### config.mk
export PLATFORM = sky130hd
export DESIGN_NAME = cdcg_blend
export DESIGN_NICKNAME = d
export VERILOG_FILES = /design/src/rtl/cdcg_pkg.sv /design/src/rtl/cdcg_blend.sv
export SDC_FILE = /design/constraint.sdc
export NUM_CORES = 2
export LEC_CHECK = 0
export BUFFER_PORTS_ARGS = -buffer_cell sky130_fd_sc_hd__buf_2
export CORE_MARGIN = 4
export CORE_UTILIZATION = 52
export CTS_BUF_LIST = sky130_fd_sc_hd__clkbuf_8
export DETAILED_ROUTE_END_ITERATION = 7
export GPL_ROUTABILITY_DRIVEN = 0
export HOLD_SLACK_MARGIN = 0.05
export PLACE_DENSITY = 0.67
export REMOVE_ABC_BUFFERS = 1
export SLEW_MARGIN = 10
export SYNTH_ARGS = -nofsm -noshare
export SYNTH_HDL_FRONTEND = slang
export SYNTH_SLANG_ARGS = --single-unit
### constraint.sdc
create_clock -name i_clk -period 7.2 [get_ports i_clk]
set_input_delay 1.8 -clock i_clk [delete_from_list [all_inputs] [get_ports i_clk]]
set_output_delay 1.8 -clock i_clk [all_outputs]
set_load 0.02 [all_outputs]
### src/rtl/cdcg_pkg.sv
// Package: widths, register indexes and shared types of the corner gradient.
`timescale 1ns / 1ps
package cdcg_pkg;
    localparam int MAX_SIDE     = 4096;
    localparam int CHANNEL_BITS = 8;
    localparam int COORD_W      = 12;
    localparam int SIDE_W       = 13;
    localparam int CFG_IDX_W    = 3;
    localparam int CFG_DATA_W   = 13;
    localparam int SQ_W         = 25;                 // dr^2+dc^2 < 2^25
    localparam int RAD_W        = SQ_W + 16;          // radicand with 16 frac bits
    localparam int DIST_W       = RAD_W / 2 + 1;      // 21
    localparam int SUM_W        = DIST_W + 1;         // 22
    localparam int FRAC_W       = 16;
    localparam int NUM_W        = DIST_W + FRAC_W;    // 37
    localparam int WT_W         = FRAC_W + 1;         // 0..65536
    localparam int SQRT_STEPS   = RAD_W / 2 + 1;      // 21 result bits
    localparam int DIV_STEPS    = NUM_W;              // quotient bits

    typedef enum logic [CFG_IDX_W-1:0] {
        REG_WIDTH   = 3'd0,
        REG_HEIGHT  = 3'd1,
        REG_S_RED   = 3'd2,
        REG_S_GREEN = 3'd3,
        REG_S_BLUE  = 3'd4,
        REG_E_RED   = 3'd5,
        REG_E_GREEN = 3'd6,
        REG_E_BLUE  = 3'd7
    } t_reg_idx;

    typedef logic [CHANNEL_BITS-1:0] t_chan;

    typedef struct packed {
        t_chan s_red;
        t_chan s_green;
        t_chan s_blue;
        t_chan e_red;
        t_chan e_green;
        t_chan e_blue;
    } t_colors;
endpackage

### src/rtl/cdcg_blend.sv
// Two-stage color blend: products, then sum, round and saturate, or the start color when the weight sum is zero.
`timescale 1ns / 1ps
module cdcg_blend (
    input  logic                          i_clk,
    input  logic                          i_rst_n,
    input  logic                          i_valid,
    input  logic                          i_zero,
    input  logic [cdcg_pkg::WT_W-1:0]     i_w0,
    input  logic [cdcg_pkg::WT_W-1:0]     i_w1,
    input  cdcg_pkg::t_colors             i_col,
    output logic                          o_valid,
    output cdcg_pkg::t_chan               o_red,
    output cdcg_pkg::t_chan               o_green,
    output cdcg_pkg::t_chan               o_blue
);
    import cdcg_pkg::*;
    localparam int PW = CHANNEL_BITS + WT_W;

    logic          r_v1, r_z1, r_v2;
    logic [PW-1:0] r_p0 [3];
    logic [PW-1:0] r_p1 [3];
    t_chan         r_s1 [3];
    t_chan         r_out [3];
    t_chan         n_s [3];
    t_chan         n_e [3];

    always_comb begin
        n_s[0] = i_col.s_red;  n_s[1] = i_col.s_green;  n_s[2] = i_col.s_blue;
        n_e[0] = i_col.e_red;  n_e[1] = i_col.e_green;  n_e[2] = i_col.e_blue;
    end

    for (genvar c = 0; c < 3; c++) begin : g_ch
        logic [PW:0] n_sum;
        logic [PW:0] n_lvl;
        always_comb begin
            n_sum = {1'b0, r_p0[c]} + {1'b0, r_p1[c]} + (PW+1)'(1 << (FRAC_W-1));
            n_lvl = n_sum >> FRAC_W;
        end
        always_ff @(posedge i_clk) begin
            r_p0[c] <= PW'(n_s[c]) * PW'(i_w0);
            r_p1[c] <= PW'(n_e[c]) * PW'(i_w1);
            r_s1[c] <= n_s[c];
            if (r_z1) begin
                r_out[c] <= r_s1[c];
            end else if (n_lvl > (PW+1)'({CHANNEL_BITS{1'b1}})) begin
                r_out[c] <= '1;
            end else begin
                r_out[c] <= n_lvl[CHANNEL_BITS-1:0];
            end
        end
    end

    always_ff @(posedge i_clk) begin
        if (!i_rst_n) begin
            r_v1 <= 1'b0;
            r_v2 <= 1'b0;
        end else begin
            r_v1 <= i_valid;
            r_v2 <= r_v1;
        end
        r_z1 <= i_zero;
    end

    assign o_valid = r_v2;
    assign o_red   = r_out[0];
    assign o_green = r_out[1];
    assign o_blue  = r_out[2];
endmodule
Word-level counts from Yosys, hierarchy flattened
Memory sizes are Yosys's and may differ from the RTL's.
Index checks and enable logic that the tools add are counted.

storage, ports and cells
  memory bits (writable) = 198
  output and inout bits = 25
  latch bits = 0
  input port bits = 86
  memories kept = 4
  ROM bits = 0
  word-level logic and storage cells = 54
  register bits after elaboration = 3

operators by class
  equality and inequality tests = 0
  bitwise logic cells = 6
  multiplexer cells = 26
  add/subtract/negate cells = 6
  $mul = 6
  reduce and logical (&&, ||, !) cells = 0
  shift-type cells = 0
  $lt $le $gt $ge = 3
  div/mod/pow operators = 0

memories
  memory  depth  width  read ports  clocked after memory_dff  write ports  line              source
  r_p0    3      25     3           0                         3            cdcg_blend.sv:20  logic [PW-1:0] r_p0 [3];
  r_p1    3      25     3           0                         3            cdcg_blend.sv:21  logic [PW-1:0] r_p1 [3];
  r_out   3      8      3           0                         3            cdcg_blend.sv:23  t_chan r_out [3];
  r_s1    3      8      3           0                         3            cdcg_blend.sv:22  t_chan r_s1 [3];

operators with widths
  operator                                                                count
  8-bit by 17-bit multiplier with 25-bit output                           6
  25-bit by 25-bit adder with 26-bit output                               3
  26-bit by 16-bit adder with 26-bit output (second input constant)       3
  8-bit 2-to-1 mux                                                        6
  10-bit by 8-bit > comparator with 1-bit output (second input constant)  3
  1-bit 2-to-1 mux                                                        20
  1-bit bitwise OR                                                        6

Logic depth before layout (Yosys ltp)
An unclocked memory read counts as a cell.

  depth after elaboration = 9
  mapped depth = 21
  gate-level depth less buffers = 20

Worst setup path after synthesis
Ideal clock, no wire load.

  path type = input port to flip-flop
  start = in i_w0[7] in the netlist's numbering
  end = mem r_p0[0][49] in the netlist's numbering
  arrival = 6329 ps
  data required time = 7128 ps
  path slack = 799 ps
  cell stages on the path = 18
  buffers on the path = 1
  library setup time = 72 ps
  cell sequence = clkbuf_1 > and2_1 > fa_1 > fa_1 > fa_1 > inv_1 > fa_1 > inv_1 > ha_1 > a2111oi_4 > and2b_1 > a211o_1 > nand3_1 > a31o_2 > or4_1 > a41o_1 > a21oi_1 > xnor2_1

RTL lines
  item             line              source
  start, declared  cdcg_blend.sv:8   input logic [cdcg_pkg::WT_W-1:0] i_w0,
  end, declared    cdcg_blend.sv:20

==> metrics.cfg <==
[outcome]
status=finished clean

[synth]
async_reset_ff_share_pct=0
synth-edff-count=24
yosysWarnings=0
netlist_instances=3529
synth_area_um2=32980
syn_avg_cell_area_um2=9.346
ys_ff_latch=201
yosys.cell_types.count=74
yosys_most_used_dff=dfxtp_1
yosysSeqAreaShare_pct=12.93

[worst_hold_path]
hold_class=reg2reg

[die]
core_um2=62970
ios=111
fp.dieH_um=259.8
initial_core_util_pct=52.38
die_x_um=259.8
rows=92
die-area_um2=67520

[detailed_routing]
wl_um=76260
first_pass_iters=5
drc=0
ant_nets=0
vias=23520
wire_per_inst_um=16.96
vias_per_cell=5.232
drt-initial-drc-count=924

[clock_network]
postCtsSetupRepairBufs=0
root_buffer=clkbuf_8
clk_pin_slew_worst_paths_ns=0.06
clock_latency_ns=0.58
cts_buffer_depth=3
cts_tree=built
cts_buffers=38
clock_sinks=201
cts_resized=0
cts_hold_buffers=0
h-tree-depth=2

[worst_setup_path]
end_kind=flip-flop
cp_max_fo=24
crit_path_cell_trace=buf_2 > and2_1 > fa_1 > fa_1 > fa_1 > inv_1 > fa_1 > inv_1 > ha_1 > a2111oi_4 > and2b_1 > a211o_1 > nand3_1 > a31o_2 > or4_1 > a41o_1 > a21oi_1 > xnor2_1
critPathLaunchType=primary input
r2r_start=r_p0[0][37]
required_ns=7.71
crit_end=r_p0[0][49]
slowest_delay_ns=0.51
regToRegEndpoint=r_out[1][6]
critPathKind=in2reg
cp_common_cell=fa_1
arrival_ns=6.83
timing.reg2reg.setup_slack_ns=3.42
crit_slowest_cell=fa_1
reg2reg_depth=12
startpoint=i_w0[4]

[timing]
setup_slack_ns=0.8756
fin_skew_ns=0.05041
tightest_slew_ns=1.074
slew-limit-headroom_pct=27.97
fin_crit_sh_pct=87.84
maxSlewViolCount=0
fmax_mhz=158.1
period_minus_slack_ns=6.324
setup_viol=0
hold_viol=0
fin_tns_setup_ns=0
rsz0062_at_grt=false

[finish]
fill_cells=5785
utilization_pct=56.08
nNetsFinal=4657
synthToLayoutAreaGrowth_pct=7.064
drive_gt1_share_pct=6.223

[grt]
antenna_found_initial=2
overflow=0
grt_pass1_wl_um=127200
grt_use_total_pct=23.40
grt_pass1_vias=25370
grt_max_degree=28

[place]
place_hpwl_um=60520
numPortBuffers=110
pre_cts_slack_ns=0.2846

[power]
ir_worst_vdd_v=0.0002354
p_leak_nw=18.31
power.density_nw_per_um2=362.2

[run]
maxCapViolations=0

[power by group]
| group | internal [mW] | total [mW] | leakage, nW | switching, mW |
|---|---|---|---|---|
| combinational | 4.28 | 9.64 | 16.1 | 5.36 |
| clock | 0.676 | 1.19 | 0.452 | 0.510 |
| sequential | 1.75 | 1.97 | 1.72 | 0.218 |
[placed cells by master (no fill, tap or decap), drive strengths merged, types with 64 or more instances in the layout]
cell,Yosys,routed
nor2,91,91
nand2,174,174
ha,411,411
a21oi,103,103
fa,540,540
inv,660,673
dfxtp,177,177
and2,694,694
o21ai,64,64
buf,3,147
xnor2,89,89
[cells by family (layout without fill, tap and decap cells)]
logic type / count (synthesis) / in the layout / synth area share (%)
AO/OA/AOI/OAI: 368 / 368 / 7.599
AND/OR/NAND/NOR: 1095 / 1095 / 18.63
flip-flops: 201 / 201 / 12.93
XOR/XNOR: 127 / 127 / 3.373
multiplexers: 6 / 6 / 0.2048
other: 1 / 26 / 0.01137
adder cells (fa/ha/maj): 951 / 951 / 48.37
buffers and inverters: 780 / 876 / 8.877
[registers in the layout (all words and copies together) (netlist names)]
name / count
r_s1: 24
r_v1: 1
r_p1: 75
r_z1: 1
r_out: 24
o_valid: 1
r_p0: 75
[stage by stage]
step | area (µm²) | std cells | hold WS, ns | total power, mW
2_1_floorplan | 32620 | 3433 | 0.4118 | 9.302
3_3_place_gp | 34510 | 4426 | 0.4247 | 11.64
3_5_place_dp | 34510 | 4426 | 0.4199 | 11.73
4_1_cts | 35310 | 4494 | 0.4334 | 13.01
5_1_grt | 35310 | 4494 | 0.4772 | 14.38
6_report | 35310 | 4496 | 0.4313 | 12.79
[critical path, delay by kind of cell]
kind	cells	cell delay [ns]
buffers and inverters	3	0.53
AO/OA/AOI/OAI	5	1.17
adder cells (fa/ha/maj)	5	2.22
AND/OR/NAND/NOR	4	0.96
XOR/XNOR	1	0.12
[per-layer routing]
metal	vias to the layer above	wire length, µm	GRT usage [%]	part of all wire (%)
met3	117	2887	2.756	3.8
met2	420	39830	43.57	52
met1	11900	31620	28.85	41
met4	0	1930	5.786	2.5
met5	-	0	0	0
li1	11090	-	-	-
[final cells by class]
cell class / count / area, µm² / area share, %
Clock buffer: 41 / 564.3 / 1.598
Multi-Input combinational cell: 2571 / 25870 / 73.28
Tap cell: 846 / 1059 / 2.998
Inverter: 661 / 2481 / 7.027
Antenna cell: 2 / 5.005 / 0.01417
Timing Repair Buffer: 147 / 828.3 / 2.346
Sequential cell: 201 / 4264 / 12.08
Clock inverter: 27 / 234.0 / 0.6626
[how the worst min path moves through the flow]
| stage | startpoint | to | slack (ns) | cells after the start |
|---|---|---|---|---|
| 5_1_grt | r_v1 | o_valid | 0.48 | 1 |
| 2_1_floorplan | r_v1 | o_valid | 0.41 | 1 |
| 3_3_place_gp | r_v1 | o_valid | 0.42 | 1 |
| 3_5_place_dp | r_v1 | o_valid | 0.42 | 1 |
| 4_1_cts | r_v1 | o_valid | 0.43 | 1 |
| 6_report | r_v1 | o_valid | 0.43 | 1 |
[cell usage after synthesis (all sizes together), types with 10 or more instances]
library cell | instances | area share (%)
nor2b | 12 | 0.23
nor2 | 91 | 1.0
and2 | 694 | 13
o21ai | 64 | 0.97
inv | 660 | 7.5
clkbuf | 116 | 1.3
a21o | 56 | 1.3
a2bb2oi | 13 | 0.36
xor2 | 38 | 1.0
nand2b | 17 | 0.32
nand2 | 174 | 2.0
and3 | 14 | 0.27
a211oi | 13 | 0.33
edfxtp | 24 | 2.2
dfxtp | 177 | 11
nand3 | 28 | 0.42
o21bai | 20 | 0.46
xnor2 | 89 | 2.4
o21a | 18 | 0.41
ha | 411 | 16
or3 | 10 | 0.19
fa | 540 | 33
a31oi | 12 | 0.23
nor3 | 23 | 0.35
o22a | 10 | 0.27
a21oi | 103 | 1.6
Note: power is estimated with default switching activity, not from simulation.
