### config.mk
export PLATFORM = sky130hd
export DESIGN_NAME = cdcg_sqrt
export DESIGN_NICKNAME = d
export VERILOG_FILES = /design/src/rtl/cdcg_pkg.sv /design/src/rtl/cdcg_sqrt.sv
export SDC_FILE = /design/constraint.sdc
export NUM_CORES = 2
export LEC_CHECK = 0
export ABC_AREA = 1
export BUFFER_PORTS_ARGS = -buffer_cell sky130_fd_sc_hd__buf_2
export CAP_MARGIN = 0
export CORE_MARGIN = 10
export CORE_UTILIZATION = 28
export DETAILED_ROUTE_END_ITERATION = 10
export GPL_TIMING_DRIVEN = 0
export SYNTH_ARGS = -nofsm -noshare
export SYNTH_HDL_FRONTEND = slang
export SYNTH_SLANG_ARGS = --single-unit
### constraint.sdc
create_clock -name i_clk -period 2.6 [get_ports i_clk]
set_input_delay 0.52 -clock i_clk [delete_from_list [all_inputs] [get_ports i_clk]]
set_output_delay 0.52 -clock i_clk [all_outputs]
set_load 0.02 [all_outputs]
### src/rtl/cdcg_pkg.sv
// Package: widths, register indexes and shared types of the corner gradient.
`timescale 1ns / 1ps
package cdcg_pkg;
    localparam int MAX_SIDE     = 4096;
    localparam int CHANNEL_BITS = 8;
    localparam int COORD_W      = 12;
    localparam int SIDE_W       = 13;
    localparam int CFG_IDX_W    = 3;
    localparam int CFG_DATA_W   = 13;
    localparam int SQ_W         = 25;                 // dr^2+dc^2 < 2^25
    localparam int RAD_W        = SQ_W + 16;          // radicand with 16 frac bits
    localparam int DIST_W       = RAD_W / 2 + 1;      // 21
    localparam int SUM_W        = DIST_W + 1;         // 22
    localparam int FRAC_W       = 16;
    localparam int NUM_W        = DIST_W + FRAC_W;    // 37
    localparam int WT_W         = FRAC_W + 1;         // 0..65536
    localparam int SQRT_STEPS   = RAD_W / 2 + 1;      // 21 result bits
    localparam int DIV_STEPS    = NUM_W;              // quotient bits

    typedef enum logic [CFG_IDX_W-1:0] {
        REG_WIDTH   = 3'd0,
        REG_HEIGHT  = 3'd1,
        REG_S_RED   = 3'd2,
        REG_S_GREEN = 3'd3,
        REG_S_BLUE  = 3'd4,
        REG_E_RED   = 3'd5,
        REG_E_GREEN = 3'd6,
        REG_E_BLUE  = 3'd7
    } t_reg_idx;

    typedef logic [CHANNEL_BITS-1:0] t_chan;

    typedef struct packed {
        t_chan s_red;
        t_chan s_green;
        t_chan s_blue;
        t_chan e_red;
        t_chan e_green;
        t_chan e_blue;
    } t_colors;
endpackage

### src/rtl/cdcg_sqrt.sv
// Pipelined restoring integer square root, one result bit per stage.
`timescale 1ns / 1ps
module cdcg_sqrt (
    input  logic                          i_clk,
    input  logic                          i_rst_n,
    input  logic                          i_valid,
    input  logic [cdcg_pkg::RAD_W-1:0]    i_rad,
    output logic                          o_valid,
    output logic [cdcg_pkg::DIST_W-1:0]   o_root
);
    import cdcg_pkg::*;
    localparam int RW = 2 * SQRT_STEPS;  // padded radicand width

    logic [SQRT_STEPS:0]                r_vld;
    logic [RW-1:0]                      r_rem  [SQRT_STEPS+1];
    logic [RW-1:0]                      r_left [SQRT_STEPS+1];
    logic [DIST_W-1:0]                  r_res  [SQRT_STEPS+1];

    always_comb begin
        r_rem[0]  = '0;
        r_left[0] = {{(RW-RAD_W){1'b0}}, i_rad};
        r_res[0]  = '0;
        r_vld[0]  = i_valid;
    end

    // one stage per bit: bring down two radicand bits, try 4*root+1
    for (genvar k = 0; k < SQRT_STEPS; k++) begin : g_st
        logic [RW-1:0] n_rem;
        logic [RW-1:0] n_trial;
        logic [RW-1:0] n_sub;
        always_comb begin
            n_rem   = {r_rem[k][RW-3:0], r_left[k][RW-1:RW-2]};
            n_trial = {{(RW-DIST_W-2){1'b0}}, r_res[k], 2'b01};
            n_sub   = n_rem - n_trial;
        end
        always_ff @(posedge i_clk) begin
            if (!i_rst_n) begin
                r_vld[k+1] <= 1'b0;
            end else begin
                r_vld[k+1] <= r_vld[k];
            end
            r_left[k+1] <= {r_left[k][RW-3:0], 2'b00};
            if (n_rem >= n_trial) begin
                r_rem[k+1] <= n_sub;
                r_res[k+1] <= {r_res[k][DIST_W-2:0], 1'b1};
            end else begin
                r_rem[k+1] <= n_rem;
                r_res[k+1] <= {r_res[k][DIST_W-2:0], 1'b0};
            end
        end
    end

    assign o_valid = r_vld[SQRT_STEPS];
    assign o_root  = r_res[SQRT_STEPS];
endmodule

# ---- Yosys cells after proc, flatten, opt, wreduce, memory -nomap -nowiden
# Index checks and enable logic that the tools add are counted.
dict set report op_classes {
  add_sub_neg 20
  n_lt_le_gt_ge 21
  mux 41
}
# op n
set op_table {}
lappend op_table {{40-bit two-way mux} 19}
lappend op_table {{42-bit by 10-bit >= comparator with 1-bit output} 1}
lappend op_table {{42-bit by 11-bit >= comparator with 1-bit output} 1}
lappend op_table {{42-bit by 12-bit >= comparator with 1-bit output} 1}
lappend op_table {{42-bit by 13-bit >= comparator with 1-bit output} 1}
lappend op_table {{42-bit by 14-bit >= comparator with 1-bit output} 1}
lappend op_table {{42-bit by 15-bit >= comparator with 1-bit output} 1}
lappend op_table {{42-bit by 16-bit >= comparator with 1-bit output} 1}
lappend op_table {{42-bit by 17-bit >= comparator with 1-bit output} 1}
lappend op_table {{42-bit by 18-bit >= comparator with 1-bit output} 1}
lappend op_table {{42-bit by 19-bit >= comparator with 1-bit output} 1}
lappend op_table {{42-bit by 20-bit >= comparator with 1-bit output} 1}
lappend op_table {{42-bit by 21-bit >= comparator with 1-bit output} 1}
lappend op_table {{42-bit by 22-bit >= comparator with 1-bit output} 1}
lappend op_table {{42-bit by 3-bit >= comparator with 1-bit output} 1}
lappend op_table {{42-bit by 4-bit >= comparator with 1-bit output} 1}
lappend op_table {{42-bit by 5-bit >= comparator with 1-bit output} 1}
lappend op_table {{42-bit by 6-bit >= comparator with 1-bit output} 1}
lappend op_table {{42-bit by 7-bit >= comparator with 1-bit output} 1}
lappend op_table {{42-bit by 8-bit >= comparator with 1-bit output} 1}
lappend op_table {{42-bit by 9-bit >= comparator with 1-bit output} 1}
lappend op_table {{40-bit by 10-bit subtractor with 40-bit output} 1}
lappend op_table {{40-bit by 11-bit subtractor with 40-bit output} 1}
lappend op_table {{40-bit by 12-bit subtractor with 40-bit output} 1}
lappend op_table {{19 further kinds} 40}
dict set report totals {
  register_bits 1434
  inputBits 44
  out_inout_bits 22
  wordCells 165
}

# ---- Logic depth before layout (Yosys ltp)
dict set report logic_depth {
  depth_word 2
  depth_mapped 16
}

# ---- Worst setup path after synthesis
# OpenSTA, ideal clock, no wires.
dict set report synth_path {
  path_type {register to register}
  startpoint {register r_res (netlist bit g_st[4].n_trial[3])}
  endpoint {register r_rem (netlist bit g_st[5].n_rem[13])}
  setup_ns 0.114
  arrival_time_ns 1.819
  slack_ns 0.667
  stages_incl_launch_ff 13
  path_buffers 1
  cell_sequence {dfxtp_1 inv_1 ha_1 nand2_1 nand2_1 o21bai_2 a21oi_2 nand2_1 nor2_2 o21ai_4 inv_4 buf_6 nor2_2}
}
dict set report synth_between {
  elab_chain_len 2
  word_cells_on_any_way 3
  classes_between {add/sub (1); order compare (1); mux (1)}
}
# element line
set synth_rtl {}
lappend synth_rtl {{from (decl)} cdcg_sqrt.sv:17} ;# logic [DIST_W-1:0] r_res [SQRT_STEPS+1];
lappend synth_rtl {{from (signal, indexed assignment)} cdcg_sqrt.sv:45} ;# r_res[k+1] <= {r_res[k][DIST_W-2:0], 1'b1};
lappend synth_rtl {{from (signal, indexed assignment)} cdcg_sqrt.sv:48} ;# r_res[k+1] <= {r_res[k][DIST_W-2:0], 1'b0};
lappend synth_rtl {{40-bit by 6-bit subtractor with 40-bit output or 42-bit by 6-bit >= comparator with 1-bit output (tied branches)} {cdcg_sqrt.sv:34, cdcg_sqrt.sv:43}}
lappend synth_rtl {{40-bit two-way mux *} cdcg_sqrt.sv:43} ;# if (n_rem >= n_trial) begin
lappend synth_rtl {{to (signal, indexed assignment)} cdcg_sqrt.sv:44} ;# r_rem[k+1] <= n_sub;
lappend synth_rtl {{to (signal, indexed assignment)} cdcg_sqrt.sv:47} ;# r_rem[k+1] <= n_rem;
lappend synth_rtl {{to (decl)} cdcg_sqrt.sv:15} ;# logic [RW-1:0] r_rem [SQRT_STEPS+1];
# Every way passes the cells marked *; elsewhere a longest branch is shown, timed or not.
# A chain may end at the register's enable or synchronous reset.

# ---- Worst setup path in the final report
dict set report layout_path {
  startpoint {register r_res (netlist bit g_st[15].n_trial[10])}
  endpoint {register r_rem (netlist bit g_st[16].n_rem[28])}
}
dict set report layout_between {
  elab_chain_len 2
  word_cells_on_any_way 3
  classes_between {add/sub (1); order compare (1); mux (1)}
}
# element line
set layout_rtl {}
lappend layout_rtl {{40-bit by 17-bit subtractor with 40-bit output or 42-bit by 17-bit >= comparator with 1-bit output (tied branches)} {cdcg_sqrt.sv:34, cdcg_sqrt.sv:43}}
lappend layout_rtl {{40-bit two-way mux *} cdcg_sqrt.sv:43}
# Marks and branches as above.

==> implementation parameters <==
Parameter                              Value

Drt
  Detailed Routing Iterations Pass 1 ... 6
  Overall via count from detail_route ... a little under 60k
  Remaining design rule violation count ... 0
  Routed wire per std cell ... 16.1 um
  Antenna Violating Nets Remaining ... 0
  Vias per cell ... approximately 4.5
  Initial detailed-routing violation count ... 4281
  Total wire length ... between 200000 and 250000 um

Yosys
  Post-synth top flop ... sky130_fd_sc_hd__dfxtp_1
  Summed instance area of the synthesized netlist ... around 68000 um^2
  Register area share after synthesis ... 0.416
  Distinct cell type count after synthesis ... 55
  Fraction of synthesized cell area taken by the top area cell type ... 0.416
  Post-synthesis area per instance ... 6.98 um^2
  Syn Nets ... about 10k
  Async set-reset flop share out of synthesis ... 0
  Cell types occupying the most area after synthesis ... sky130_fd_sc_hd__dfxtp_1, sky130_fd_sc_hd__nand2_1, sky130_fd_sc_hd__inv_1, sky130_fd_sc_hd__nor2_1, sky130_fd_sc_hd__ha_1
  Number of warnings printed during yosys synthesis ... 0
  Flip-flop and latch count after synthesis ... ~1.4k
  Cell type contributing the most total cell area after synthesis ... sky130_fd_sc_hd__dfxtp_1
  Synthesized netlist cell count ... 9670
  Number of flops mapped to enable cells by yosys ... 0

STA
  Portion of the clock cycle consumed by the worst path in the final layout ... 0.984
  Number of hold violations in the final report ... 0
  Number of failing setup endpoints in the final timing report ... 0
  FMAX ... between 300 and 400 MHz
  Final clock skew ... between 0.08 and 0.09 ns
  Post-route minimum period ... 2.56 ns
  Rel. slew slack ... 0.444
  Worst slew pin tran ... a little over 0.8 ns
  Total count of max-transition violations in the final report ... 0

Floorplan
  Row Count ... between 150 and 200
  Count of boundary I/O pins ... 66
  Die span in y ... between 500 and 600 um
  Full die area ... roughly 260000 um^2
  Total core area ... between 200000 and 250000 um^2
  Initial Utilization ... 0.281
  Chip Width ... between 500 and 600 um

Hold path
  Class of the worst hold path ... input port to flop

Cells and area
  Post-route cell area ... ~79000 um^2
  Total Nets Final ... approximately 10k
  Share of layout cells above drive strength 1 ... 0.0844
  Area Growth Syn to Fin ... 16.4%

Global routing
  Grt peak-use layer ... met2
  Global routing usage on met1 ... 0.212
  Antenna violations before repair ... 5
  Global-route usage over all layers ... 0.158
  Global-route track usage on met2 ... 0.262
  GR Overflow Total ... 0
  Maximum number of pins on one net before global-route repair ... 17
  Global-route wire length before repair ... 328000 um
  GR Layer Usage met3 ... 0.0204
  Via count of the first global-routing pass ... 56.8k

Flow run
  Count of maximum capacitance violations ... 0

Placed design
  DP Wirelength ... roughly 180000 um
  Final Wtd Congestion ... ~0.97
  Port Buffers ... 65
  Placed cell area ... approximately 72000 um^2

Pwr
  Static leakage power ... ~38 nW
  Peak VDD IR ... 614 uV
  Power density over the cells ... just under 900 nW/um^2
  Overall power ... slightly below 70 mW

Setup path
  Critical path's slowest cell ... sky130_fd_sc_hd__dfxtp_1
  Endpoint arrival time on the critical path ... 3.27 ns
  Cell-by-cell listing of the critical path ... inv_1, ha_1, nand2_1, nor2_1, inv_1, nor2_4, nand2_1, nor2_1, nand2_1, nand3_4, inv_6, buf_6, a21oi_1
  Crit Path Max Fanout ... 10
  Delay of the slowest cell on the worst path ... 0.47 ns
  Critical path capture point type ... flop
  Most used cell, CP ... sky130_fd_sc_hd__nand2_1
  Crit path required time ... 3.31 ns
  Critical path buffers and inverters ... 4
  Startpoint-to-endpoint class of the critical path ... flop to flop
  Launching element type of the critical path ... flop
  Delay-heaviest family, CP ... simple AND/OR/NAND/NOR gates

Outcome
  Run status ... finished clean

Clock network
  CTS tree ... done
  CTS sink count ... around 1.4k
  H-tree depth ... 4
  Inserted Clock Buffers ... about 160
  Clock slew at reported path FFs ... approximately 0.060 ns
  Buffer depth of the longest clock path ... 3
  Clk_lat worst skew ... ~0.86 ns
  Root buf cell ... sky130_fd_sc_hd__clkbuf_16
what timing repair did:
item,4_1_cts,5_1_grt
resized for setup,36,109
setup buffers,0,11
hold buffers,43,0
endpoints found under the hold margin,42,0
endpoints found under the setup margin,110,334
pin swaps,0,7
stage by stage:
step           utilization  TNS [ns]  setup WS (ns)  cells  hold WS, ns
6_report             0.327         0         0.0423  13267        0.152
5_1_grt              0.327  -0.00220       -0.00220  13267        0.131
4_1_cts              0.325         0        0.00274  13254       0.0763
3_5_place_dp         0.299     -8.27         -0.303  12920        0.312
3_3_place_gp         0.299    -11.61         -0.383  12920        0.310
2_1_floorplan            -         0          0.667   9670        0.310
worst register-to-register path, stage by stage (launching register included):
cell	delay [ns]
sky130_fd_sc_hd__dfxtp_1	0.47
sky130_fd_sc_hd__inv_1	0.08
sky130_fd_sc_hd__ha_1	0.36
sky130_fd_sc_hd__nand2_1	0.15
sky130_fd_sc_hd__nor2_1	0.16
sky130_fd_sc_hd__inv_1	0.10
sky130_fd_sc_hd__nor2_4	0.18
sky130_fd_sc_hd__nand2_1	0.08
sky130_fd_sc_hd__nor2_1	0.10
sky130_fd_sc_hd__nand2_1	0.09
sky130_fd_sc_hd__nand3_4	0.18
sky130_fd_sc_hd__inv_6	0.08
sky130_fd_sc_hd__buf_6	0.16
sky130_fd_sc_hd__a21oi_1	0.28
registers in the layout (all words and copies together), names as in the netlist:
name and flops:
g_st.n_trial 210, o_valid 1, o_root 21, r_vld 20
g_st.n_rem 771, r_left 380
routing by layer:
metal  vias up  share of wire
li1      30603              -
met1     27123           0.47
met2      1444           0.45
met3       347          0.048
met4         0          0.032
met5         -              0
cells by family after synthesis:
group | share of synthesized area
DFF | 0.416
and+or+nand+nor | 0.314
xor gates and xnor gates | 0.0423
buffers and inverters | 0.105
other | 0.0000555
adders and majority gates | 0.0465
AOI/OAI and AO/OA | 0.0762
synthesized netlist by cell type (all sizes together), types with 55 or more instances:
cell type	count
nand4	224
buf	80
inv	1699
nand3	540
xnor2	178
nand2	2752
nand3b	55
ha	251
nor3	146
nor2	1215
a21oi	417
dfxtp	1403
o21ai	382
xor2	148
area by class of cell:
cell class	instances	area, um^2
clock inverters	98	1480
multi-input cells	6484	32800
well taps	3185	3990
diodes	2	5.00
repair buffers	119	851
flip-flops and latches	1403	28100
clock buffers	193	4250
fillers	26109	162000
plain buffers	84	723
inverters	1699	6390
path summary, 6_finish.rpt:
kind / startpoint / to / slack (ns) / cells after the start
setup / recovery: g_st[15].n_trial[10] / g_st[16].n_rem[28] / 0.04 / 13
hold / removal: i_rst_n / r_vld[11] / 0.15 / 4
setup reg to reg: g_st[15].n_trial[10] / g_st[16].n_rem[28] / 0.04 / 13
hold reg to reg: r_left[690] / r_left[650] / 0.27 / 0
layout by cell type, fill, tap and decap left out, types with 16 or more instances in the layout:
master / instances
sky130_fd_sc_hd__clkbuf_16: 157
sky130_fd_sc_hd__inv_1: 1662
sky130_fd_sc_hd__nor2_1: 1132
sky130_fd_sc_hd__o21ai_2: 60
sky130_fd_sc_hd__o21ai_1: 115
sky130_fd_sc_hd__bufinv_16: 20
sky130_fd_sc_hd__nor3_1: 132
sky130_fd_sc_hd__buf_4: 26
sky130_fd_sc_hd__nor2_2: 69
sky130_fd_sc_hd__clkinvlp_4: 22
sky130_fd_sc_hd__a21oi_1: 305
sky130_fd_sc_hd__dfxtp_2: 16
sky130_fd_sc_hd__buf_2: 83
sky130_fd_sc_hd__o21bai_1: 24
sky130_fd_sc_hd__ha_1: 250
sky130_fd_sc_hd__xor2_1: 148
sky130_fd_sc_hd__o21ai_0: 205
sky130_fd_sc_hd__inv_2: 31
sky130_fd_sc_hd__clkinv_2: 22
sky130_fd_sc_hd__a21oi_2: 106
sky130_fd_sc_hd__clkbuf_8: 19
sky130_fd_sc_hd__o211ai_1: 17
sky130_fd_sc_hd__nor4_1: 27
sky130_fd_sc_hd__or2_2: 27
sky130_fd_sc_hd__nand2_2: 34
sky130_fd_sc_hd__clkbuf_1: 19
sky130_fd_sc_hd__buf_6: 40
sky130_fd_sc_hd__nand4_1: 223
sky130_fd_sc_hd__xnor2_1: 178
sky130_fd_sc_hd__nand2_1: 2716
sky130_fd_sc_hd__dlygate4sd3_1: 43
sky130_fd_sc_hd__nand3_1: 519
sky130_fd_sc_hd__and2_1: 20
sky130_fd_sc_hd__dfxtp_1: 1387
sky130_fd_sc_hd__nand3b_1: 54
power by group:
group / switching, mW / leakage [nW] / internal (mW)
logic: 10.9 / 23.4 / 4.93
registers: 3.46 / 11.8 / 25.2
clock network: 9.79 / 2.72 / 14.0
total: 24.2 / 37.9 / 44.0
No activity file was read; power rests on OpenSTA's default activity.
